[src/rtl/core/smallest_k_index_select_unit_macros.svh]
// Assertion macros shared by the smallest-k index selection unit.
`ifndef SMALLEST_K_INDEX_SELECT_UNIT_MACROS_SVH
`define SMALLEST_K_INDEX_SELECT_UNIT_MACROS_SVH
`ifndef NO_ASSERTIONS
// Same-cycle implication, disabled while reset is high.
`define SKSEL_ASSERT_IMP(lbl, clk, rst, ante, cons) \
   lbl: assert property (@(posedge clk) disable iff (rst) (ante) |-> (cons)) \
      else $error("smallest-k unit: assertion failed");
// Next-cycle implication, disabled while reset is high.
`define SKSEL_ASSERT_NEXT(lbl, clk, rst, ante, cons) \
   lbl: assert property (@(posedge clk) disable iff (rst) (ante) |=> (cons)) \
      else $error("smallest-k unit: assertion failed");
`else
`define SKSEL_ASSERT_IMP(lbl, clk, rst, ante, cons)
`define SKSEL_ASSERT_NEXT(lbl, clk, rst, ante, cons)
`endif
`endif

[src/rtl/core/sksel_fifo.sv]
// Small register-based first-in first-out queue.
module sksel_fifo #(
   parameter int WIDTH = 8,
   parameter int DEPTH = 2
) (
   input  logic             clock,
   input  logic             reset,
   input  logic             push,
   input  logic [WIDTH-1:0] push_data,
   input  logic             pop,
   output logic [WIDTH-1:0] head,
   output logic             empty,
   output logic             full
);

   localparam int PTR_W = $clog2(DEPTH);
   localparam int CNT_W = $clog2(DEPTH + 1);

   logic [WIDTH-1:0] slot_ff [DEPTH];
   logic [PTR_W-1:0] wr_ptr_ff, wr_ptr_in;
   logic [PTR_W-1:0] rd_ptr_ff, rd_ptr_in;
   logic [CNT_W-1:0] count_ff, count_in;
   logic             do_push, do_pop;

   assign empty   = (count_ff == '0);
   assign full    = (count_ff == CNT_W'(DEPTH));
   assign do_push = push && !full;
   assign do_pop  = pop && !empty;
   assign head    = slot_ff[rd_ptr_ff];

   // Pointer and fill level update.
   always_comb begin
      wr_ptr_in = wr_ptr_ff;
      rd_ptr_in = rd_ptr_ff;
      count_in  = count_ff;
      if (do_push) begin
         wr_ptr_in = (wr_ptr_ff == PTR_W'(DEPTH - 1)) ? '0 : wr_ptr_ff + 1'b1;
      end
      if (do_pop) begin
         rd_ptr_in = (rd_ptr_ff == PTR_W'(DEPTH - 1)) ? '0 : rd_ptr_ff + 1'b1;
      end
      unique case ({do_push, do_pop})
         2'b10:   count_in = count_ff + 1'b1;
         2'b01:   count_in = count_ff - 1'b1;
         default: count_in = count_ff;
      endcase
   end

   always_ff @(posedge clock) begin
      if (reset) begin
         wr_ptr_ff <= '0;
         rd_ptr_ff <= '0;
         count_ff  <= '0;
      end else begin
         wr_ptr_ff <= wr_ptr_in;
         rd_ptr_ff <= rd_ptr_in;
         count_ff  <= count_in;
      end
   end

   // Slot storage needs no reset.
   always_ff @(posedge clock) begin
      if (do_push) begin
         slot_ff[wr_ptr_ff] <= push_data;
      end
   end

endmodule

[config.mk]
export PLATFORM = sky130hd
export DESIGN_NAME = sksel_fifo
export DESIGN_NICKNAME = d
export VERILOG_FILES = /design/src/rtl/core/smallest_k_index_select_unit_macros.svh /design/src/rtl/core/sksel_fifo.sv
export SDC_FILE = /design/constraint.sdc
export NUM_CORES = 1
export LEC_CHECK = 0
export BUFFER_PORTS_ARGS = -buffer_cell sky130_fd_sc_hd__buf_2
export CAP_MARGIN = 20
export CORE_UTILIZATION = 44
export CTS_CLUSTER_DIAMETER = 120
export DETAILED_ROUTE_END_ITERATION = 7
export GPL_TIMING_DRIVEN = 0
export PLACE_DENSITY = 0.72
export SYNTH_ARGS = -nofsm -noshare
export SYNTH_HDL_FRONTEND = slang
export SYNTH_SLANG_ARGS = --single-unit
[constraint.sdc]
create_clock -name clock -period 1.6 [get_ports clock]
set_clock_uncertainty 0.2 [all_clocks]
set_input_delay 0.08 -clock clock [delete_from_list [all_inputs] [get_ports clock]]
set_output_delay 0.08 -clock clock [all_outputs]
set_load 0.005 [all_outputs]
==> summary.md <==
| Metric | Value |
|---|---|
| Status | finished, final reports clean |
| GR peak layer | met2 |
| Worst-path fanout max | 4 |
| Clock share of power | 15.1% |
| Final worst path period need | 1580 ps |
| ANT nets after route | 0 |
| Setup crit start kind | register |
| CTS tree | yes |
| Avg WL per Cell | 12.1 µm |
| DRC | 0 |
| Final instance area | 1130 µm² |
| Die area | 1990 µm² |
| DR vias | 521 |
| Hold WS | 303 ps |
| Global-route wire length before repair | 2060 µm |
| Seq/Total Area, Yosys | 72.7% |
| First-pass detailed-route iteration total | 4 |
| TritonCTS Sinks | 21 |
| Drt via density | 4.61 |
| PD cells | 1420 nW/µm² |
| CTS Buf Count | 3 |
| Yosys reg bits | 21 |
| Synth cell types | 17 |
| Final #Nets | 102 |
| Root buf cell | clkbuf_4 |
| Setup Crit Path Kind | register to register |
| GPL Wtd Cong | 0.612 |
| Dpl hpwl | 889 µm |
| Leak | 0.448 nW |
| Worst-Skew Late Latency | 290 ps |
| Slowest-stage cell, CP | dfxtp_4 |
| Met2 GRT Util | 29.7% |
| Non-filler cells, final | 113 |
| Initial antenna violation count | 0 |
| CTS HTree Levels | 1 |
| Place WS | -94.9 ps |
| Syn. warnings | 0 |
| Max Fclk | 0.633 GHz |
| Internal | 1.14 mW |
| Sw frac | 28.5% |
| Hold Fails Final Rpt | 0 |
| Logic pwr share | 35.0% |
| Unrepaired setup endpoints after global routing | true |
| Die Height | 44.6 µm |
| Diode count | 0 |
| Arr. time, crit path | 1610 ps |
| Reg power frac | 49.9% |
| Peak VDD IR | 0.945 mV |
| Critical path's largest stage delay | 370 ps |
| Final worst setup slack | 21.3 ps |
| WP data required | 1630 ps |
| Chip width | 44.6 µm |
| Syn Nets | 64 |
| Final max-slew violation count | 0 |
| Fraction of layout cells with a size suffix above 1 | 52.3% |
| Global route overflow | 0 |
| Syn avg cell area | 15.7 µm² |
| Reg2reg path depth | 5 |
| Maximum clock insertion buffer count | 2 |
| DRT iter0 DRCs | 2 |
| Vias in the first global route | 511 |
| Met3 GRT Util | 3.67% |
| Max-Cap Viols | 0 |
| Total core area | 1710 µm² |
| Synth top area share | 60.2% |
| CTS clk-pin slew, worst paths | 110 ps |
| GRT Resource Usage Total | 15.2% |
| Top cell type by total area after synthesis | edfxtp_1 |
| Worst relative slew slack | 75.4% |
| Initial Utilization | 46.7% |
| Crit end category | register |
| IO buf count | 21 |
| Synthesized instance count | 51 |
| Row cnt | 15 |
| Tcrit/Tclk final | 98.7% |
| Area contributors post-synth | edfxtp_1, dfxtp_1, mux2_2 |
| Ports | 22 |
| Slew @ Worst Pin | 370 ps |
| Final Setup Violations | 0 |
| CP cell instances | o21a_4, ha_4, xnor2_1, or3_4, a21oi_2 |
| P&R area growth vs syn | 41.4% |
| Final wirelength | 1370 µm |
| Largest net degree at the start of global routing | 13 |
| Sw Pwr | 0.457 mW |
| Min-delay worst type | primary input to register |
| Placed insts | 97 |
| Post-synthesis cell area | 798 µm² |
| GRT met1 Usage | 15.3% |
| Hold Path Stages | 2 |
| Placed inst area | 936 µm² |
cells in the mapped netlist:
| master | number |
|---|---|
| a21oi_1 | 2 |
| and3_1 | 1 |
| dfxtp_1 | 5 |
| nand2_1 | 1 |
| or3_1 | 2 |
| nor2_1 | 4 |
| inv_1 | 2 |
| o21a_1 | 1 |
| clkbuf_1 | 1 |
| xnor2_1 | 2 |
| xor2_1 | 1 |
| ha_1 | 1 |
| inv_2 | 1 |
| mux2_2 | 8 |
| edfxtp_1 | 16 |
| nand2b_2 | 1 |
| o21ai_0 | 2 |
area by class of cell:
| type | count | area [µm²] |
|---|---|---|
| Sequential cell | 21 | 587 |
| Fill cell | 138 | 579 |
| Multi-Input combinational cell | 26 | 239 |
| Timing Repair Buffer | 34 | 230 |
| Tap cell | 25 | 31.3 |
| Clock buffer | 3 | 22.5 |
| Inverter | 3 | 13.8 |
| Clock inverter | 1 | 5.00 |
stage by stage:
step / power (mW) / setup TNS [ps] / util, %
after detailed placement: 1.23 / -829 / 54.8
after CTS: 1.58 / 0 / 64.6
after floorplan: 1.07 / 0 / -
after global routing: 1.71 / -28.0 / 66.1
final: 1.60 / 0 / 66.1
after global placement: 1.21 / -628 / 54.8
cells in the final DEF (no fill, tap or decap), types with 2 or more instances in the layout:
cell type       n
clkbuf_4        3
dlygate4sd3_1  11
dfxtp_2         2
nor2_1          4
xnor2_1         2
dfxtp_1         2
o21ai_0         2
edfxtp_1       16
mux2_2          8
buf_2          21
buf_4           2
power groups by stage:
stage               Combinational [mW]  Sequential (mW)  Clock [mW]
finish                           0.561            0.799       0.241
detailed placement               0.457            0.772           0
global route                     0.620            0.816       0.278
CTS                              0.533            0.795       0.246
floorplan                        0.311            0.757           0
global placement                 0.446            0.764           0
critical path: cells and delay by family, from the launching register on:
| family | cells | cell delay [ps] |
|---|---|---|
| and+or+nand+nor | 1 | 330 |
| adders and majority gates | 1 | 150 |
| xor gates and xnor gates | 1 | 120 |
| AOI/OAI and AO/OA | 2 | 350 |
| DFF | 1 | 370 |
cell families (layout without fill, tap and decap cells):
logic type      Yosys count  count (layout)  share of synthesized area, %
flops                    21              21                          72.7
simple gates              9               9                          5.80
mux                       8               8                          11.3
compound gates            5               5                          3.45
buf+inv                   4              41                          1.88
xor+xnor                  3               3                          3.29
fa+ha+maj                 1               1                          1.57
sequential cells by signal (all words and copies together) (netlist names), named ones only:
| register | count |
|---|---|
| slot_ff | 16 |
| count_ff | 2 |
| wr_ptr_ff | 1 |
| rd_ptr_ff | 1 |
layer usage:
layer,up-vias,part of all wire [%]
met1,245,39
met4,0,0
met3,0,3.3
li1,262,-
met5,-,0
met2,14,58
worst paths after layout:
| path | startpoint | to | slack [ps] |
|---|---|---|---|
| setup / recovery | count_ff[0] | count_ff[1] | 20 |
| hold / removal | push_data[3] | slot_ff[1][3] | 300 |
| setup reg to reg | count_ff[0] | count_ff[1] | 20 |
| hold reg to reg | wr_ptr_ff | wr_ptr_ff | 310 |
what timing repair did:
action / CTS / global route
resized for setup: 8 / 3
hold buffers: 10 / 1
pin swaps: 4 / 0
setup endpoints to repair: 17 / 9
endpoints found under the hold margin: 21 / 1
setup buffers: 2 / 0
(Power assumes the default switching activity.)
