### config.mk
export PLATFORM = sky130hd
export DESIGN_NAME = sksel_ram
export DESIGN_NICKNAME = d
export VERILOG_FILES = /design/src/rtl/core/smallest_k_index_select_unit_macros.svh /design/src/rtl/core/sksel_ram.sv
export SDC_FILE = /design/constraint.sdc
export NUM_CORES = 1
export LEC_CHECK = 0
export BUFFER_PORTS_ARGS = -buffer_cell sky130_fd_sc_hd__buf_4
export CAP_MARGIN = 20
export CORE_AREA = 4 4 134 104
export DETAILED_ROUTE_END_ITERATION = 16
export DIE_AREA = 0 0 138 108
export PLACE_DENSITY_LB_ADDON = 0.2
export SLEW_MARGIN = 20
export SYNTH_ARGS = -nofsm -noshare
export SYNTH_HDL_FRONTEND = slang
export SYNTH_SLANG_ARGS = --single-unit
### constraint.sdc
create_clock -name clock -period 1.9 [get_ports clock]
set_input_delay 0.19 -clock clock [delete_from_list [all_inputs] [get_ports clock]]
set_output_delay 0.19 -clock clock [all_outputs]
set_load 0.05 [all_outputs]
### src/rtl/core/smallest_k_index_select_unit_macros.svh
// Assertion macros shared by the smallest-k index selection unit.
`ifndef SMALLEST_K_INDEX_SELECT_UNIT_MACROS_SVH
`define SMALLEST_K_INDEX_SELECT_UNIT_MACROS_SVH
`ifndef NO_ASSERTIONS
// Same-cycle implication, disabled while reset is high.
`define SKSEL_ASSERT_IMP(lbl, clk, rst, ante, cons) \
   lbl: assert property (@(posedge clk) disable iff (rst) (ante) |-> (cons)) \
      else $error("smallest-k unit: assertion failed");
// Next-cycle implication, disabled while reset is high.
`define SKSEL_ASSERT_NEXT(lbl, clk, rst, ante, cons) \
   lbl: assert property (@(posedge clk) disable iff (rst) (ante) |=> (cons)) \
      else $error("smallest-k unit: assertion failed");
`else
`define SKSEL_ASSERT_IMP(lbl, clk, rst, ante, cons)
`define SKSEL_ASSERT_NEXT(lbl, clk, rst, ante, cons)
`endif
`endif

### src/rtl/core/sksel_ram.sv
// Generic simple dual-port RAM with one write port and a registered read port.
module sksel_ram #(
   parameter int WIDTH = 8,
   parameter int DEPTH = 16
) (
   input  logic                     clock,
   input  logic                     wr_en,
   input  logic [$clog2(DEPTH)-1:0] wr_addr,
   input  logic [WIDTH-1:0]         wr_data,
   input  logic                     rd_en,
   input  logic [$clog2(DEPTH)-1:0] rd_addr,
   output logic [WIDTH-1:0]         rd_data
);

   logic [WIDTH-1:0] mem_ff [DEPTH];
   logic [WIDTH-1:0] rd_data_ff;

   // Storage write and registered read; the read data holds while rd_en is low.
   always_ff @(posedge clock) begin
      if (wr_en) begin
         mem_ff[wr_addr] <= wr_data;
      end
      if (rd_en) begin
         rd_data_ff <= mem_ff[rd_addr];
      end
   end

   assign rd_data = rd_data_ff;

endmodule

==> impl_metrics.tcl, run 1 <==
set metrics [dict create \
    status "finished clean" \
    stdcell_area_um2 6310 \
    p_leak_nw 2.13 \
    synth-simple-area-share_pct 3.14 \
    rsz0062_at_grt "false" \
    power_mw 6.81 \
    path_max_fanout 1 \
    synth.most_common_cell "edfxtp_1" \
    ys_types 18 \
    cts_tree "done" \
    grt_pass1_wl_um 15600 \
    wl_per_cell_um 21.9 \
    synthTopCellsByArea "edfxtp_1, mux4_2, mux4_1, a22oi_1, nor2_1" \
    fin_tns_setup_ns 0 \
    clk_root_buffer_cell "clkbuf_16" \
    grt_pass1_vias 2514 \
    hold_slack_ns 0.0792 \
    synth_edf_count 136 \
    finalSetupViolations 0 \
    min_period_ns 1.50 \
    fp.dieH_um 108 \
    gr-usage-met2_pct 20.6 \
    yosys_register_bits 136 \
    syn-cell-area_um2 5230 \
    grt_remaining_overflow 0 \
    hpwl_um 6480 \
    wirelength_um 10300 \
    synth_top_family_by_area "multiplexers" \
    drive_above_1_share_pct 30.9 \
    ys_seq_area_share_pct 78.1 \
    fp-row-count 36 \
    start_kind "flop" \
    syn2layout_area_growth_pct 20.7 \
    diodes 0 \
    cap_violations 0 \
    skew_ns 0.00514 \
    yosysWarningCount 0 \
    slew_headroom_pct 73.2 \
    fmax_mhz 668 \
    avgViaCountPerCell 5.21 \
    first_pass_iters 4 \
    place_area_um2 5770 \
    cp.arrival_ns 1.65 \
    die_area_um2 14900 \
    fp.dieW_um 138 \
    worst_pin_slew_ns 0.401 \
    synthFlopType "edfxtp_1" \
    synthTopCellsByCount "edfxtp_1, mux4_2, a22oi_1" \
    ctsHoldBuffers 0 \
    cts_resized 0 \
    io_pins 27 \
    hold_violations 0 \
    drc 0 \
    syn_avg_cell_area_um2 22.8 \
    multi_input_area_um2 1060 \
    drt_iter0_markers 199 \
    synthCells 229 \
    yosysTopAreaCellShare_pct 78.1 \
    numPortBuffers 26 \
    nNetsFinal 305 \
    met3_usage_pct 4.24 \
    synth_adder_area_share_pct 0 \
    holdCritPathClass "primary input to flop" \
    syn_nets 248 \
    ys_async_sr_fraction_pct 0 \
    htreeDepth 4 \
    end_kind "flop" \
    drv_slew 0 \
    p_per_area_nw_per_um2 1080 \
    cts.reportedPaths.clkPinSlew_ns 0.06 \
    core_area_um2 12700 \
    gr-usage-all-layers_pct 14.8 \
    cp.required_ns 2.05 \
    worstSetupPathType "flop to flop" \
    post_cts_buffers 0 \
    grt_max_degree 19 \
    antenna_found_initial 0 \
    vias 2442 \
    nFillCells 1059 \
    synthXorXnorAreaFrac_pct 0 \
    ant_nets 0 \
    regArea_um2 4080 \
    yosys.area.top_type "edfxtp_1" \
    clock-sinks 136 \
    top_usage_layer "met1" \
    routabilityCongestion 0.739 \
    initial_core_util_pct 41.2 \
    synth_mux_area_share_pct 14.8 \
    min_period_over_period_pct 78.8 \
    synth_compound_area_share_pct 2.30 \
    met1_usage_pct 22.3 \
    cts_buffer_depth 2 \
    clk_latency_ns 0.41 \
    cts-buffers-inserted 17 \
    ir_drop_uv 662 \
]
## path summary, 6_finish.rpt
check | from | end | slack [ns] | cells after the start
hold / removal | rd_en | rd_data[2] | 0.08 | 1
hold reg to reg | mem_ff[4][2] | rd_data[2] | 0.75 | 3
setup reg to reg | mem_ff[9][2] | rd_data[2] | 0.40 | 3
setup / recovery | mem_ff[9][2] | rd_data[2] | 0.40 | 3
## where the power goes
group | switching [mW] | leakage, nW | internal [mW]
Sequential | 0.0192 | 1.24 | 3.38
Clock | 1.13 | 0.262 | 1.89
Combinational | 0.225 | 0.629 | 0.161
Total | 1.38 | 2.13 | 5.43
## sequential cells by signal (all words and copies together) (netlist names)
signal and flops:
mem_ff 128, rd_data 8
## cell families (layout without fill, tap and decap cells)
kind of cell,count (synthesis),in the layout
AOI/OAI and AO/OA,16,16
and+or+nand+nor,35,35
muxes,32,32
buffers and inverters,10,79
DFF,136,136
## through the flow
step	cells	util (%)	setup slack [ns]
after detailed placement	438	45.4	0.167
after global routing	469	49.7	0.320
after floorplan	229	-	0.217
after CTS	469	49.7	0.366
after global placement	438	45.4	0.170
final	469	49.7	0.403
## routing by layer
metal,up-vias,wire length (um)
met5,-,0
met4,0,141
met3,10,560
met2,63,4450
met1,1277,5110
li1,1092,-
## worst max-delay path, cell delays in order, from the launching register on
cell and delay, ns:
edfxtp_1 0.35, mux4_1 0.51, a22oi_1 0.30, nand2_1 0.08
## area by class of cell
class | instances | area share, %
multi-input cells | 83 | 16.8
repair buffers | 48 | 6.51
clock buffers | 19 | 6.86
well taps | 171 | 3.39
flip-flops and latches | 136 | 64.7
clock inverters | 12 | 1.75
## cells in the final DEF, fill, tap and decap left out
| cell type | count |
|---|---|
| or3b_2 | 1 |
| mux4_2 | 18 |
| nor2_1 | 13 |
| bufinv_16 | 2 |
| buf_4 | 44 |
| nor2b_1 | 1 |
| and2b_1 | 1 |
| clkbuf_16 | 17 |
| edfxtp_1 | 136 |
| clkinv_2 | 4 |
| buf_12 | 4 |
| clkbuf_1 | 2 |
| nand3b_1 | 2 |
| nand3_1 | 1 |
| a22oi_1 | 16 |
| nand2b_1 | 2 |
| clkinvlp_4 | 2 |
| and2_1 | 1 |
| clkinv_1 | 4 |
| mux4_1 | 14 |
| nand2_1 | 9 |
| nor3_1 | 4 |
Note: power is estimated with default switching activity, not from simulation.
==> inputs of run 2 (changes only) <==
- ABC_AREA: default -> 1
- CORE_AREA: 4 4 134 104 -> 4 4 142 110
- DIE_AREA: 0 0 138 108 -> 0 0 146 114
- clock period: 1.9 -> 1.4 ns (I/O delays scaled with it)
==> impl_metrics.tcl, run 2 <==
set metrics [dict create \
    status "finished clean" \
    grt_remaining_overflow 0 \
    r2r-end "rd_data[4]" \
    final_common_cell "nand2_1" \
    p_leak_nw 2.98 \
    grt_pass1_vias 3835 \
    synthCells 551 \
    syn2layout_area_growth_pct 18.4 \
    syn_nets 570 \
    cts_tree "done" \
    cts.reportedPaths.clkPinSlew_ns 0.06 \
    cts_resized 0 \
    clock-sinks 136 \
    hpwl_um 9120 \
    die_area_um2 16600 \
    fp.dieH_um 114 \
    fmax_mhz 830 \
    ff2ff_setup_slack_ns 0.23 \
    final.setup.worst_slack_ns 0.195 \
    drive_above_1_share_pct 13.4 \
    numPortBuffers 26 \
    grt_pass1_wl_um 23000 \
    r2r_start "mem_ff[9][4]" \
    nNetsFinal 617 \
    synthTopCellsByArea "edfxtp_1, nand2_1, nand3_1, inv_1, buf_6" \
    fin_tns_setup_ns 0 \
    start_kind "flop" \
    finalSetupViolations 0 \
    rsz0062_at_grt "false" \
    vias 3930 \
    path_buf_inv 1 \
    cap_violations 0 \
    synthFlopType "edfxtp_1" \
    ctsHoldBuffers 0 \
    p_per_area_nw_per_um2 1380 \
    cts_buffer_depth 2 \
    gr-usage-all-layers_pct 18.7 \
    final_cell_mix "nand2_1, edfxtp_1, inv_1" \
    ys_types 11 \
    power_mw 9.58 \
    yosys_register_bits 136 \
    clk_latency_ns 0.42 \
    holdCritStartpoint "rd_en" \
    final_cell_count_no_fill 791 \
    cpPeakStageDelay_ns 0.43 \
    synth_edf_count 136 \
    yosysTopAreaCellShare_pct 69.8 \
    place_area_um2 6360 \
    skew_ns 0.00730 \
    largest_reg_flops 128 \
    path_max_fanout 1 \
    drv_slew 0 \
    slew_headroom_pct 78.2 \
    synthTopCellsByCount "nand2_1, edfxtp_1, inv_1" \
    ant_nets 0 \
    cp.required_ns 1.26 \
    worst_pin_slew_ns 0.326 \
    reg2reg_depth 6 \
    grt_max_degree 65 \
    dp.cells 759 \
    antenna_found_initial 0 \
    regMostFlops "mem_ff" \
    syn-cell-area_um2 5850 \
    end_kind "primary output" \
    yosys.area.top_type "edfxtp_1" \
    nFillCells 1299 \
    first_pass_iters 5 \
    yosysWarningCount 0 \
    min_period_over_period_pct 86.1 \
    hold_violations 0 \
    ir_drop_uv 891 \
    wirelength_um 14800 \
    cts-buffers-inserted 17 \
    ys_seq_area_share_pct 69.8 \
    stdcell_area_um2 6920 \
    avgViaCountPerCell 4.97 \
    cp_top_family "flip-flops" \
    initial_core_util_pct 41.1 \
    routabilityCongestion 0.860 \
    synth.most_common_cell "nand2_1" \
    dp_slack_ns 0.0868 \
    slowest_stage "edfxtp_1" \
    holdCritPathClass "primary input to flop" \
    syn_avg_cell_area_um2 10.6 \
    whs_path_depth 1 \
    fp-row-count 38 \
    cp.arrival_ns 1.06 \
    fp.dieW_um 146 \
    wl_per_cell_um 18.7 \
    htreeDepth 4 \
    io_pins 27 \
    post_cts_buffers 0 \
    core_area_um2 14200 \
    clk_root_buffer_cell "clkbuf_16" \
    path_cells "buf_4" \
    holdPathEnd "rd_data[1]" \
    worstSetupPathType "flop to primary output" \
    min_period_ns 1.20 \
    drt_iter0_markers 298 \
    diodes 0 \
    drc 0 \
    ys_async_sr_fraction_pct 0 \
]
==> run 2: changes by cell type in the layout (fill, tap and decap cells not counted), sizes merged, moves of 2 or more <==
cell	change
nand3	+96
nand2b	-2
nor3	-4
buf	+4
a22oi	-16
nor2	+4
inv	+102
nand2	+164
mux4	-32
==> run 2: through the flow <==
step,util (%),hold WS (ns)
final,48.7,0.0325
after global placement,44.7,0.458
after global routing,48.7,0.0334
after CTS,48.7,0.0261
after floorplan,-,0.239
after detailed placement,44.7,0.459
==> run 2: per-layer routing <==
metal	global-route usage [%]	share of wire, %	vias up
met1	27.8	48	1914
li1	-	-	1876
met2	27.7	44	120
met5	0	0	-
met4	5.33	1.4	0
met3	4.45	6.5	20
==> run 2: worst max-delay path by stage <==
stage               endpoint  cells after the start  slack, ns          from
6_report          rd_data[2]                      1       0.20    rd_data[2]
5_1_grt           rd_data[4]                      6       0.14  mem_ff[9][4]
4_1_cts           rd_data[2]                      1       0.18    rd_data[2]
3_5_place_dp      rd_data[4]                      7       0.09    rd_addr[0]
3_3_place_gp      rd_data[4]                      7       0.09    rd_addr[0]
2_1_floorplan  mem_ff[10][0]                      2       0.31    wr_addr[2]
==> run 2: area by class of cell <==
cell class	instances	area, um^2	area share [%]
timing repair buffer	52	453	6.54
tap	180	225	3.25
inverter	102	383	5.53
clock inverter	13	131	1.90
multi-input combinational	289	1210	17.5
clock buffer	19	433	6.25
sequential	136	4080	59.0
==> run 2: power by group <==
group	internal (mW)	switching, mW	total [mW]
clock network	2.60	1.68	4.28
logic	0.210	0.477	0.687
registers	4.59	0.0255	4.61
==> run 2: logic make-up (layout without fill, tap and decap cells) <==
group / count (synthesis) / after routing / synth area share, %
flops: 136 / 136 / 69.8
buf+inv: 126 / 186 / 9.39
simple gates: 289 / 289 / 20.8
==> inputs of run 3 (changes only) <==
- REMOVE_ABC_BUFFERS: default -> 1
==> impl_metrics.tcl, run 3 (synthesis gave the netlist of run 2 again) <==
set metrics [dict create \
    grt_pass1_wl_um 19600 \
    wirelength_um 12700 \
    grt_remaining_overflow 0 \
    regMostFlops "mem_ff" \
    cts.reportedPaths.clkPinSlew_ns 0.06 \
    diodes 0 \
    multi_input_area_um2 1210 \
    first_pass_iters 4 \
    numPortBuffers 26 \
    hpwl_um 8190 \
    slowest_stage "edfxtp_1" \
    clock-sinks 136 \
    cap_violations 0 \
    fmax_mhz 829 \
    start_kind "flop" \
    p_per_area_nw_per_um2 1410 \
    cp_top_family "flip-flops" \
    fp-row-count 38 \
    grt_max_degree 47 \
    grt_pass1_vias 3467 \
    post_cts_buffers 0 \
    antenna_found_initial 0 \
    clk_latency_ns 0.41 \
    clk_root_buffer_cell "clkbuf_16" \
    min_period_over_period_pct 86.2 \
    cp.required_ns 1.26 \
    cp.arrival_ns 1.07 \
    ant_nets 0 \
    path_max_fanout 1 \
    power_mw 9.82 \
    final_common_cell "nand2_1" \
    drive_above_1_share_pct 13.5 \
    min_period_ns 1.21 \
    routabilityCongestion 0.813 \
    initial_core_util_pct 41.1 \
    wl_per_cell_um 16.0 \
    nNetsFinal 615 \
    slew_headroom_pct 58.3 \
    status "finished clean" \
    nFillCells 1295 \
    htreeDepth 4 \
    finalSetupViolations 0 \
    drv_slew 0 \
    p_leak_nw 2.99 \
    end_kind "primary output" \
    worst_pin_slew_ns 0.624 \
    core_area_um2 14200 \
    fin_tns_setup_ns 0 \
    stdcell_area_um2 6940 \
    holdCritPathClass "primary input to flop" \
    final_cell_mix "nand2_1, edfxtp_1, inv_1" \
    cts_buffer_depth 2 \
    fp.dieW_um 146 \
    gr-usage-all-layers_pct 15.8 \
    cpPeakStageDelay_ns 0.44 \
    cts_resized 0 \
    skew_ns 0.00902 \
    place_area_um2 6330 \
    ir_drop_uv 831 \
    path_buf_inv 1 \
    syn2layout_area_growth_pct 18.7 \
    drt_iter0_markers 251 \
    cts_tree "done" \
    drc 0 \
    fp.dieH_um 114 \
    worstSetupPathType "flop to primary output" \
    path_cells "buf_4" \
    ctsHoldBuffers 0 \
    die_area_um2 16600 \
    vias 3743 \
    final_cell_count_no_fill 789 \
    cts-buffers-inserted 17 \
    hold_violations 0 \
    largest_reg_flops 128 \
    rsz0062_at_grt "false" \
    dp.cells 757 \
    avgViaCountPerCell 4.74 \
    io_pins 27 \
    regArea_um2 4080 \
]
==> run 3: power by group <==
group,leakage (nW),internal (mW),switching (mW)
Sequential,1.24,4.59,0.0289
Combinational,1.46,0.201,0.434
Clock,0.297,2.96,1.61
Total,2.99,7.75,2.07
==> run 3: layer usage <==
layer | GRT usage [%] | vias to the layer above | share of wire, %
met3 | 4.41 | 7 | 5.2
met4 | 4.39 | 0 | 0.62
li1 | - | 1871 | -
met2 | 22.6 | 91 | 44
met5 | 0 | - | 0
met1 | 23.6 | 1774 | 51
==> run 3: path summary, 6_finish.rpt <==
check           startpoint           end  slack (ns)  depth (start not counted)
min             wr_data[0]  mem_ff[6][0]        0.02                          1
max reg2reg  mem_ff[12][5]    rd_data[5]        0.31                          6
max             rd_data[3]    rd_data[3]        0.19                          1
min reg2reg   mem_ff[3][5]    rd_data[5]        0.73                          6
==> run 3: stage by stage <==
| stage | utilization, % | setup slack, ns | hold slack (ns) |
|---|---|---|---|
| floorplan | - | 0.139 | 0.239 |
| global placement | 44.5 | 0.0968 | 0.457 |
| detailed placement | 44.5 | 0.0654 | 0.454 |
| CTS | 48.8 | 0.183 | 0.0140 |
| global route | 48.8 | 0.169 | 0.0261 |
| finish | 48.8 | 0.194 | 0.0246 |
==> run 3: final cells by class <==
cell class                      count  share of cell area [%]
Multi-Input combinational cell    289                    17.5
Tap cell                          180                    3.24
Sequential cell                   136                    58.8
Clock inverter                     14                    2.61
Timing Repair Buffer               50                    6.13
Clock buffer                       18                    6.18
Inverter                          102                    5.52
==> run 3: worst reg2reg max path: cells and delay by family, from the launching register on <==
| family | cells | cell delay, ns |
|---|---|---|
| and+or+nand+nor | 6 | 0.44 |
| DFF | 1 | 0.39 |
