## src/rtl/core/smallest_k_index_select_unit_macros.svh

```systemverilog
// Assertion macros shared by the smallest-k index selection unit.
`ifndef SMALLEST_K_INDEX_SELECT_UNIT_MACROS_SVH
`define SMALLEST_K_INDEX_SELECT_UNIT_MACROS_SVH
`ifndef NO_ASSERTIONS
// Same-cycle implication, disabled while reset is high.
`define SKSEL_ASSERT_IMP(lbl, clk, rst, ante, cons) \
   lbl: assert property (@(posedge clk) disable iff (rst) (ante) |-> (cons)) \
      else $error("smallest-k unit: assertion failed");
// Next-cycle implication, disabled while reset is high.
`define SKSEL_ASSERT_NEXT(lbl, clk, rst, ante, cons) \
   lbl: assert property (@(posedge clk) disable iff (rst) (ante) |=> (cons)) \
      else $error("smallest-k unit: assertion failed");
`else
`define SKSEL_ASSERT_IMP(lbl, clk, rst, ante, cons)
`define SKSEL_ASSERT_NEXT(lbl, clk, rst, ante, cons)
`endif
`endif

```

## src/rtl/core/sksel_pkg.sv

```systemverilog
// Shared types and constants of the smallest-k index selection unit.
package sksel_pkg;

   // Defaults of the top-level parameters.
   localparam int DEF_MAX_ELEMENTS = 64;
   localparam int DEF_VALUE_WIDTH  = 32;

   // Fixed field widths.
   localparam int INDEX_W  = 6;
   localparam int WANTED_W = 6;
   localparam int COUNT_W  = 7;

   // Queue depths between the parts.
   localparam int JOB_QUEUE_DEPTH    = 2;
   localparam int RESULT_QUEUE_DEPTH = 4;

   // Kind of a run, decided when its final word is accepted.
   localparam logic [1:0] JOB_NONE   = 2'd0;
   localparam logic [1:0] JOB_ERROR  = 2'd1;
   localparam logic [1:0] JOB_SELECT = 2'd2;

   typedef struct packed {
      logic [1:0]          kind;
      logic [COUNT_W-1:0]  n;
      logic [WANTED_W-1:0] k;
   } job_type;

   typedef struct packed {
      logic [INDEX_W-1:0] index;
      logic               error;
      logic               run_end;
   } result_type;

endpackage

```

## src/rtl/core/sksel_front.sv

```systemverilog
// Front end: accepts words, stores their order keys and classifies each finished data set.
module sksel_front #(
   parameter int MAX_ELEMENTS = sksel_pkg::DEF_MAX_ELEMENTS,
   parameter int VALUE_WIDTH  = sksel_pkg::DEF_VALUE_WIDTH
) (
   input  logic                                clock,
   input  logic                                reset,
   input  logic signed [VALUE_WIDTH-1:0]       req_value,
   input  logic [sksel_pkg::WANTED_W-1:0]      req_wanted,
   input  logic                                req_final_item,
   input  logic                                req_push,
   output logic                                req_full,
   input  logic                                job_full,
   output logic                                job_push,
   output sksel_pkg::job_type                  job_data,
   output logic                                val_wr_en,
   output logic [$clog2(MAX_ELEMENTS):0]       val_wr_addr,
   output logic [VALUE_WIDTH-1:0]              val_wr_data
);

   import sksel_pkg::*;

   localparam int IDX_W = $clog2(MAX_ELEMENTS);
   localparam int CNT_W = $clog2(MAX_ELEMENTS + 1);

   logic [CNT_W-1:0] count_ff, count_in;
   logic             bank_ff, bank_in;
   logic             accept, room;
   logic [CNT_W-1:0] n_new;

   // A new data set may load only while a bank is free, which the job queue tracks.
   assign req_full = job_full;
   assign accept   = req_push && !job_full;
   assign room     = (count_ff < CNT_W'(MAX_ELEMENTS));
   assign n_new    = count_ff + CNT_W'(room);

   // Store the order key: flipping the sign bit makes unsigned order match signed order.
   assign val_wr_en   = accept && room;
   assign val_wr_addr = {bank_ff, count_ff[IDX_W-1:0]};
   assign val_wr_data = {~req_value[VALUE_WIDTH-1], req_value[VALUE_WIDTH-2:0]};

   // Classify the run on its final word.
   assign job_push = accept && req_final_item;
   always_comb begin
      job_data.n = COUNT_W'(n_new);
      job_data.k = req_wanted;
      if (COUNT_W'(req_wanted) >= COUNT_W'(n_new)) begin
         job_data.kind = JOB_ERROR;
      end else if (req_wanted == '0) begin
         job_data.kind = JOB_NONE;
      end else begin
         job_data.kind = JOB_SELECT;
      end
   end

   // Element count and bank select.
   always_comb begin
      count_in = count_ff;
      bank_in  = bank_ff;
      if (accept) begin
         if (req_final_item) begin
            count_in = '0;
            bank_in  = ~bank_ff;
         end else begin
            count_in = n_new;
         end
      end
   end

   always_ff @(posedge clock) begin
      if (reset) begin
         count_ff <= '0;
         bank_ff  <= 1'b0;
      end else begin
         count_ff <= count_in;
         bank_ff  <= bank_in;
      end
   end

endmodule

```

## config.mk

```make
export PLATFORM = sky130hd
export DESIGN_NAME = sksel_front
export DESIGN_NICKNAME = d
export VERILOG_FILES = /design/src/rtl/core/smallest_k_index_select_unit_macros.svh /design/src/rtl/core/sksel_pkg.sv /design/src/rtl/core/sksel_front.sv
export SDC_FILE = /design/constraint.sdc
export NUM_CORES = 1
export LEC_CHECK = 0
export BUFFER_PORTS_ARGS = -buffer_cell sky130_fd_sc_hd__buf_2
export CAP_MARGIN = 40
export CORE_MARGIN = 5
export CORE_UTILIZATION = 37
export DETAILED_ROUTE_END_ITERATION = 6
export PLACE_DENSITY = 0.95
export SLEW_MARGIN = 25
export SYNTH_ARGS = -nofsm -noshare
export SYNTH_HDL_FRONTEND = slang
export SYNTH_SLANG_ARGS = --single-unit
```

## constraint.sdc

```tcl
create_clock -name clock -period 6.5 [get_ports clock]
set_clock_uncertainty 0.15 [all_clocks]
set_input_delay 0.975 -clock clock [delete_from_list [all_inputs] [get_ports clock]]
set_output_delay 0.975 -clock clock [all_outputs]
set_load 0.02 [all_outputs]
```

==> reports/summary.txt, run 1 <==
Status -> finished clean
Tcrit/Tclk final -> 58.7%
Max-Cap Viols -> 0
Post-Synth Simple-Gate Area -> 13.3%
Seq/Total Area, Yosys -> 17.8%
Tot GR Track Use -> 10.4%
Wire per inst -> 13.4 um
Mux contribution to synthesized area -> 0%
Total CTS buffers -> 3
Total global routing overflow -> 0
Netlist Area Pre-Place -> 902 um^2
First-pass GRT wire length -> 2.78 mm
Setup Total Neg Slack -> 0 ps
Final Hold Fails -> 0
Core area -> 0.00228 mm^2
Mean Syn Cell Area -> 7.84 um^2
Post-synth top area share -> 37.4%
Fin crit period -> 3820 ps
Worst slew pin tran -> 451 ps
CTS sink cnt -> 8
Wire length on met2 -> 876 um
Clock slew at reported path FFs -> 60 ps
Largest area contributor in the netlist -> buf_4
Num rows -> 17
Post-CTS setup buffers -> 0
Area growth, synth to finish -> -11.4%
Hold WS -> 375 ps
Die height -> 59.4 um
Initial Utilization -> 39.6%
Layout cell share with drive strength beyond 1 -> 40.7%
Mapped Nets -> 165
Via/cell ratio -> 4.73
Post-Synth XOR/XNOR Area -> 6.66%
Switching share of total power -> 31.3%
FMAX -> 262 MHz
Main combinational cell family by area after synthesis -> buffers and inverters
# DRC -> 0
First drt pass iteration count -> 4
Peak supply drop -> 90.0 uV
Compound-Gate Fraction of Synth Area -> 10.5%
Drt initial violations -> 14
Design Power -> 119 uW
Post_cts resized -> 0
Post-synthesis adder-cell area fraction -> 9.71%
Met3 wire len -> 225 um
Htree depth -> 1
Initial antenna violation count -> 0
Die Span X -> 59.4 um
P per Cell Area -> 148 mW/mm^2
Ant. Diodes -> 0
Top routing layer in use -> met4
Vias in the first global route -> 631
GP Congestion -> 0.749
Data required, critical path -> 5370 ps
Combinational power share -> 23.5%
Hpwl dp -> 1.53 mm
Area contributors post-synth -> buf_4 (37%), dfxtp_1 (18%), ha_1 (9.7%)
LEAKAGE -> 0.000420 uW
Setup crit end kind -> output port
Setup violations, final -> 0
Crit-path max FO -> 4
Fillers -> 249
Wl on met1 -> 683 um
Sequential share of power -> 42.4%
Clk_lat worst skew -> 260 ps
Reg2reg setup slack -> 4660 ps
Clock power frac -> 34.0%
Crit path DAT -> 2690 ps
Via Count -> 643
Distinct cell type count after synthesis -> 25
Most frequent cells in the layout -> buf_2 (37), nor2_1 (13), inv_1 (9)
Crit start category -> register
PortBufs -> 37
Yosys warning count -> 0
P_sw -> 37.1 uW
Headroom to the max-slew limit -> 70.0%
CTS tree -> built
CTS max path bufs -> 2
Slew Limit Fails -> 0
IO Pins -> 100
Hold Buf Count CTS -> 0
RSZ-0062 raised after global routing -> false
Antenna Nets Post-Route -> 0
Post-Syn Instances -> 115
Total wire length -> 1.83 mm
Yosys reg bits -> 8
DIE AREA -> 0.00353 mm^2
Final nets -> 160
Hold Crit Class -> register to register
Clk Tree Root Cell -> clkbuf_4
Pin count of the biggest net entering global routing -> 13
Most common cell after layout, fill and taps aside -> buf_2
Internal power -> 81.6 uW
Post-Route Utilization -> 35.1%
Crit path kind -> register to output port
## per-layer routing
metal,vias to the layer above,GRT usage [%]
li1,312,-
met1,293,10.6
met2,28,17.6
met3,10,4.58
met4,0,5.50
met5,-,0
## critical path, stage by stage, from the launching register on
cell and delay, ps:
dfxtp_1 410, inv_1 70, ha_1 210, ha_1 240
xor2_1 230, inv_1 70, ha_1 290, a21oi_1 130
o21ai_0 110, a221oi_2 230, o21ba_1 190, o21a_1 110
buf_2 150
## state kept, by name (all words and copies together) (netlist names)
name,count
bank_ff,1
count_ff,7
## final cells by class
class	instances	area, um^2	share of cell area, %
well taps	28	35.0	4.38
clock buffers	3	22.5	2.82
multi-input cells	51	363	45.4
inverters	9	33.8	4.23
repair buffers	37	185	23.2
flip-flops and latches	8	160	20.0
## worst paths after layout
check             cells past startpoint           end         from
setup / recovery                     12  job_data[14]  count_ff[6]
hold / removal                        2       bank_ff      bank_ff
setup reg to reg                      8   count_ff[4]  count_ff[6]
hold reg to reg                       2       bank_ff      bank_ff
## cells in the mapped netlist
master / count
nand3_1: 3
a22oi_1: 5
a221oi_2: 1
ha_1: 7
dfxtp_1: 8
xnor2_1: 3
clkbuf_1: 1
o21ba_1: 1
and3_2: 1
buf_4: 45
nand2_1: 2
nand3_2: 1
nor2_1: 13
inv_1: 9
o21ai_0: 2
nor3b_1: 1
a21oi_1: 3
nor3_1: 1
nor2b_1: 1
nand2b_1: 1
nor4_1: 1
o21a_1: 1
buf_1: 1
xnor2_2: 1
xor2_1: 2
## kinds of logic after synthesis
family	count (synthesis)
adders and majority gates	7
buffers and inverters	56
AOI/OAI and AO/OA	13
DFF	8
xor gates and xnor gates	6
and+or+nand+nor	25
## metrics by stage
stage          setup slack, ps  cell area (um^2)  cells
6_report                  2680               800    136
5_1_grt                   2450               800    136
4_1_cts                   2660               800    136
3_5_place_dp              2950               777    133
3_3_place_gp              3090               777    133
2_1_floorplan             2890               902    115
## power by group through the flow
stage                     Clock, uW  Combinational, uW  Sequential [uW]
final                          40.4               27.9             50.4
after global placement            0               27.9             51.4
after global routing           42.8               30.8             50.4
after detailed placement          0               28.3             51.5
after floorplan                   0               48.9             51.3
after CTS                      40.9               28.4             50.4
No activity file was read; power rests on OpenSTA's default activity.
==> run 2, diff against run 1 <==
--- a/config.mk
+++ b/config.mk
@@ -8,9 +8,9 @@
 export BUFFER_PORTS_ARGS = -buffer_cell sky130_fd_sc_hd__buf_2
 export CAP_MARGIN = 40
 export CORE_MARGIN = 5
-export CORE_UTILIZATION = 37
+export CORE_UTILIZATION = 34
 export DETAILED_ROUTE_END_ITERATION = 6
-export PLACE_DENSITY = 0.95
+export PLACE_DENSITY = 0.92
 export SLEW_MARGIN = 25
 export SYNTH_ARGS = -nofsm -noshare
 export SYNTH_HDL_FRONTEND = slang
==> constraint.sdc (replaced) <==
create_clock -name clock -period 3.9 [get_ports clock]
set_clock_uncertainty 0.15 [all_clocks]
set_input_delay 0.585 -clock clock [delete_from_list [all_inputs] [get_ports clock]]
set_output_delay 0.585 -clock clock [all_outputs]
set_load 0.02 [all_outputs]
==> reports/summary.txt, run 2 (synthesized netlist as in run 1, its figures left out) <==
Die Span X -> 61.5 um
Hpwl dp -> 1.44 mm
First-pass GRT wire length -> 2.62 mm
Final Hold Fails -> 0
Worst slew pin tran -> 449 ps
Combinational power share -> 24.2%
Clk Tree Root Cell -> clkbuf_4
Placed Cells -> 135
Hold WS -> 365 ps
GP Congestion -> 0.929
Num rows -> 18
CTS max path bufs -> 2
Final std cells w/o fill -> 138
P per Cell Area -> 239 mW/mm^2
Crit path DAT -> 2710 ps
Layout cell share with drive strength beyond 1 -> 40.7%
Antenna Nets Post-Route -> 0
R2R depth -> 8
Most frequent cells in the layout -> buf_2 (37), nor2_1 (13), inv_1 (9)
Wire per inst -> 12.4 um
Via Count -> 655
CP endpoint -> job_data[14]
First drt pass iteration count -> 4
R2r startpoint -> count_ff[6]
Total CTS buffers -> 3
LEAKAGE -> 0.000420 uW
Top reg by flops -> count_ff
Max-Cap Viols -> 0
Fin crit period -> 3440 ps
Headroom to the max-slew limit -> 70.0%
PortBufs -> 37
Post-CTS setup buffers -> 0
Sequential share of power -> 43.7%
RSZ-0062 raised after global routing -> false
Worst Setup SP -> count_ff[6]
Max reg flops -> 7
Final non-filler cell area -> 802 um^2
Initial Utilization -> 36.1%
Slew Limit Fails -> 0
Reg2reg setup slack -> 2040 ps
Peak supply drop -> 141 uV
# DRC -> 0
Die height -> 61.5 um
FMAX -> 291 MHz
Crit-path max FO -> 4
CTS tree -> built
Setup crit end kind -> output port
Initial antenna violation count -> 0
P_sw -> 56.3 uW
Drt initial violations -> 58
Crit start category -> register
Clock power frac -> 32.1%
Clk_lat worst skew -> 250 ps
Total global routing overflow -> 0
IO Pins -> 100
RR Endpoint -> count_ff[4]
Status -> finished clean
Hold Crit Class -> register to register
Switching share of total power -> 29.3%
Largest regs -> count_ff: 7 flops, bank_ff: 1 flops
Ant. Diodes -> 0
Core area -> 0.00250 mm^2
DIE AREA -> 0.00378 mm^2
Tcrit/Tclk final -> 88.2%
Pin count of the biggest net entering global routing -> 13
Final nets -> 160
Most common cell after layout, fill and taps aside -> buf_2
Area growth, synth to finish -> -11.1%
Clock slew at reported path FFs -> 50 ps
Setup violations, final -> 0
Placed cell area -> 779 um^2
CTS sink cnt -> 8
Crit path kind -> register to output port
Setup Total Neg Slack -> 0 ps
Via/cell ratio -> 4.75
Htree depth -> 1
Internal power -> 136 uW
Hold Buf Count CTS -> 0
Total wire length -> 1.71 mm
Vias in the first global route -> 598
Data required, critical path -> 3160 ps
Tot GR Track Use -> 9.02%
Post_cts resized -> 0
[run 2: cell counts in the layout (fill, tap and decap cells not counted)]
No cell type changed its count.
[run 2: power groups by stage]
stage	registers, uW	clock network [uW]	logic [uW]
final	84.0	61.6	46.4
after global routing	84.0	69.5	51.7
after CTS	83.9	65.9	47.3
after detailed placement	85.7	0	47.0
after global placement	85.7	0	46.3
after floorplan	85.5	0	81.5
[run 2: critical path, cell delays in order (launching register included)]
cell      delay [ps]
dfxtp_1          400
inv_1             70
ha_1             210
ha_1             240
xor2_1           230
inv_1             80
ha_1             290
a21oi_1          130
o21ai_0          110
a221oi_2         250
o21ba_1          180
o21a_1           110
buf_2            150
[run 2: worst min-delay path by stage]
stage          startpoint  endpoint  cells after the start
2_1_floorplan     bank_ff   bank_ff                      2
3_3_place_gp      bank_ff   bank_ff                      2
3_5_place_dp      bank_ff   bank_ff                      2
4_1_cts           bank_ff   bank_ff                      2
5_1_grt           bank_ff   bank_ff                      2
6_report          bank_ff   bank_ff                      2
[run 2: area by class of cell]
class / count / area (um^2)
tap: 30 / 37.5
multi-input combinational: 51 / 363
timing repair buffer: 37 / 185
inverter: 9 / 33.8
fill: 283 / 1700
clock buffer: 3 / 22.5
sequential: 8 / 160
[run 2: through the flow]
stage / util [%] / total power (uW) / setup WS, ps
6_report: 32.1 / 192 / 458
5_1_grt: 32.1 / 205 / 275
4_1_cts: 32.1 / 197 / 435
3_5_place_dp: 31.2 / 133 / 724
3_3_place_gp: 31.2 / 132 / 859
2_1_floorplan: - / 167 / 684
[run 2: layer usage]
layer / vias to the layer above / routed length, um / track usage (%)
met3: 2 / 226 / 2.94
met2: 32 / 852 / 15.5
met4: 0 / 4 / 3.64
li1: 317 / - / -
met1: 304 / 622 / 10.2
met5: - / 0 / 0
==> run 3, diff against run 2 <==
--- a/config.mk
+++ b/config.mk
@@ -5,10 +5,12 @@
 export SDC_FILE = /design/constraint.sdc
 export NUM_CORES = 1
 export LEC_CHECK = 0
+export ABC_AREA = 1
 export BUFFER_PORTS_ARGS = -buffer_cell sky130_fd_sc_hd__buf_2
-export CAP_MARGIN = 40
+export CAP_MARGIN = 5
 export CORE_MARGIN = 5
-export CORE_UTILIZATION = 34
+export CORE_UTILIZATION = 35
+export CTS_CLUSTER_SIZE = 40
 export DETAILED_ROUTE_END_ITERATION = 6
 export PLACE_DENSITY = 0.92
 export SLEW_MARGIN = 25
==> reports/summary.txt, run 3 <==
Die height -> 62.3 um
Switching share of total power -> 30.8%
Yosys warning count -> 0
Post-Syn Instances -> 138
Seq/Total Area, Yosys -> 16.8%
Setup crit end kind -> output port
P per Cell Area -> 227 mW/mm^2
Wire per inst -> 11.0 um
CTS sink cnt -> 8
GP Congestion -> 0.827
Core area -> 0.00269 mm^2
Most common cell after layout, fill and taps aside -> buf_2
Die Span X -> 62.3 um
Hold Crit Class -> register to register
LEAKAGE -> 0.000478 uW
Area contributors post-synth -> buf_4 (35%), dfxtp_1 (17%), nand2_1 (11%)
Post-synth top area share -> 35.3%
Distinct cell type count after synthesis -> 22
Largest regs -> count_ff: 7 flops, bank_ff: 1 flops
Pin count of the biggest net entering global routing -> 10
Total wire length -> 1.80 mm
Crit-path max FO -> 4
CTS tree -> built
Vias in the first global route -> 692
Headroom to the max-slew limit -> 80.8%
Dominant synthesized flop cell -> dfxtp_1
Initial antenna violation count -> 0
Hpwl dp -> 1.50 mm
P_sw -> 60.2 uW
Htree depth -> 1
Post-synth EDFFs -> 0
Crit path DAT -> 2330 ps
RSZ-0062 raised after global routing -> false
Num rows -> 19
Largest stage delay on the critical path -> 380 ps
Layout cell share with drive strength beyond 1 -> 38.6%
IO Pins -> 100
Slew Limit Fails -> 0
CP Cell Sequence -> inv_1 > ha_1 > ha_1 > nand2_1 > inv_1 > nor2_1 > inv_1 > ha_1 > nand2_1 > nand2_1 > nand2_1 > nand2_1 > nand2_1 > nand2_1 > a21oi_1 > buf_2
Crit path kind -> register to output port
Antenna Nets Post-Route -> 0
Drt initial violations -> 10
Ant. Diodes -> 0
Total CTS buffers -> 3
Peak supply drop -> 136 uV
Sequential share of power -> 42.8%
Post-CTS setup buffers -> 0
Yosys reg bits -> 8
Post-synth top cells -> buf_4 (45), nand2_1 (28), inv_1 (18), a21oi_1 (9), dfxtp_1 (8)
Setup violations, final -> 0
Most frequent cell after synthesis -> buf_4
Hold Buf Count CTS -> 0
Post-Route Utilization -> 32.0%
Final nets -> 184
Ys async rst share -> 0%
CTS max path bufs -> 2
Most frequent cells in the layout -> buf_2 (37), nand2_1 (28), inv_1 (18)
Largest area contributor in the netlist -> buf_4
Mean Syn Cell Area -> 6.93 um^2
Top reg by flops -> count_ff
Area growth, synth to finish -> -9.95%
First drt pass iteration count -> 4
Fin crit period -> 3070 ps
Mapped Nets -> 188
Post_cts resized -> 0
Max-Cap Viols -> 0
Netlist Area Pre-Place -> 956 um^2
First-pass GRT wire length -> 2.96 mm
Critical Path Most Common Cell -> nand2_1
Critical-path top delay cell -> dfxtp_1
Crit start category -> register
Combinational power share -> 24.2%
Final Hold Fails -> 0
Worst slew pin tran -> 286 ps
Via Count -> 712
Internal power -> 135 uW
Max reg flops -> 7
Via/cell ratio -> 4.37
Tot GR Track Use -> 9.35%
Tcrit/Tclk final -> 78.7%
# DRC -> 0
FMAX -> 326 MHz
Total global routing overflow -> 0
Clock power frac -> 33.0%
PortBufs -> 37
Status -> finished clean
Clk Tree Root Cell -> clkbuf_4
Clock slew at reported path FFs -> 60 ps
Initial Utilization -> 35.6%
Setup Total Neg Slack -> 0 ps
Clk_lat worst skew -> 250 ps
Data required, critical path -> 3160 ps
DIE AREA -> 0.00388 mm^2
run 3: cell types whose count changed in the layout (fill, tap and decap cells not counted), moves of 2 or more:
| cell | before | now |
|---|---|---|
| a21oi_1 | 3 | 9 |
| xnor2_1 | 3 | 1 |
| nand2_2 | 0 | 2 |
| a22oi_1 | 5 | 0 |
| nand2_1 | 2 | 28 |
| inv_1 | 9 | 18 |
| inv_2 | 0 | 2 |
| a21oi_2 | 0 | 2 |
| o21ai_0 | 2 | 0 |
| nor2_1 | 13 | 4 |
run 3: cell families (layout without fill, tap and decap cells):
logic type / Yosys count / after routing / synth area share (%)
buf+inv: 66 / 60 / 43.6
simple gates: 42 / 42 / 19.9
compound gates: 12 / 12 / 7.07
flops: 8 / 8 / 16.8
fa+ha+maj: 7 / 7 / 9.16
xor+xnor: 3 / 3 / 3.53
run 3: per-layer routing:
layer	routed length (um)	vias to the layer above	global-route usage [%]
met1	720	317	9.15
met5	0	-	0
met2	861	27	15.7
met3	201	4	5.23
li1	-	364	-
met4	15	0	4.77
run 3: power groups by stage:
stage / clock network [uW] / logic (uW) / registers [uW]
after floorplan: 0 / 82.1 / 85.3
after global placement: 0 / 47.5 / 85.4
after detailed placement: 0 / 48.1 / 85.5
after CTS: 67.0 / 48.4 / 83.7
after global routing: 72.8 / 53.7 / 83.8
final: 64.6 / 47.3 / 83.6
run 3: metrics by stage:
step                cell area (um^2)  setup slack (ps)  instances  hold WS (ps)  power [uW]
detailed placement               838              1120        160           325         134
global route                     861               602        163           366         210
CTS                              861               825        163           332         199
finish                           861               832        163           327         196
floorplan                        956               915        138           302         167
global placement                 838              1190        160           308         133
run 3: final cells by class:
class / instances / area [um^2]
well taps: 31 / 38.8
multi-input cells: 64 / 379
repair buffers: 37 / 185
fillers: 314 / 1830
flip-flops and latches: 8 / 160
inverters: 20 / 75.1
clock buffers: 3 / 22.5
run 3: worst max-delay path: cells and delay by family (launching register included):
kind / cells / cell delay, ps
buffers and inverters: 4 / 350
AO/OA/AOI/OAI: 1 / 110
adder cells (fa/ha/maj): 3 / 690
flip-flops: 1 / 380
AND/OR/NAND/NOR: 8 / 570
run 3: path summary, 6_finish.rpt:
path	slack, ps	startpoint	to	cells past startpoint
hold reg to reg	330	bank_ff	bank_ff	2
hold / removal	330	bank_ff	bank_ff	2
setup reg to reg	2070	count_ff[6]	count_ff[6]	10
setup / recovery	830	count_ff[6]	job_data[14]	16
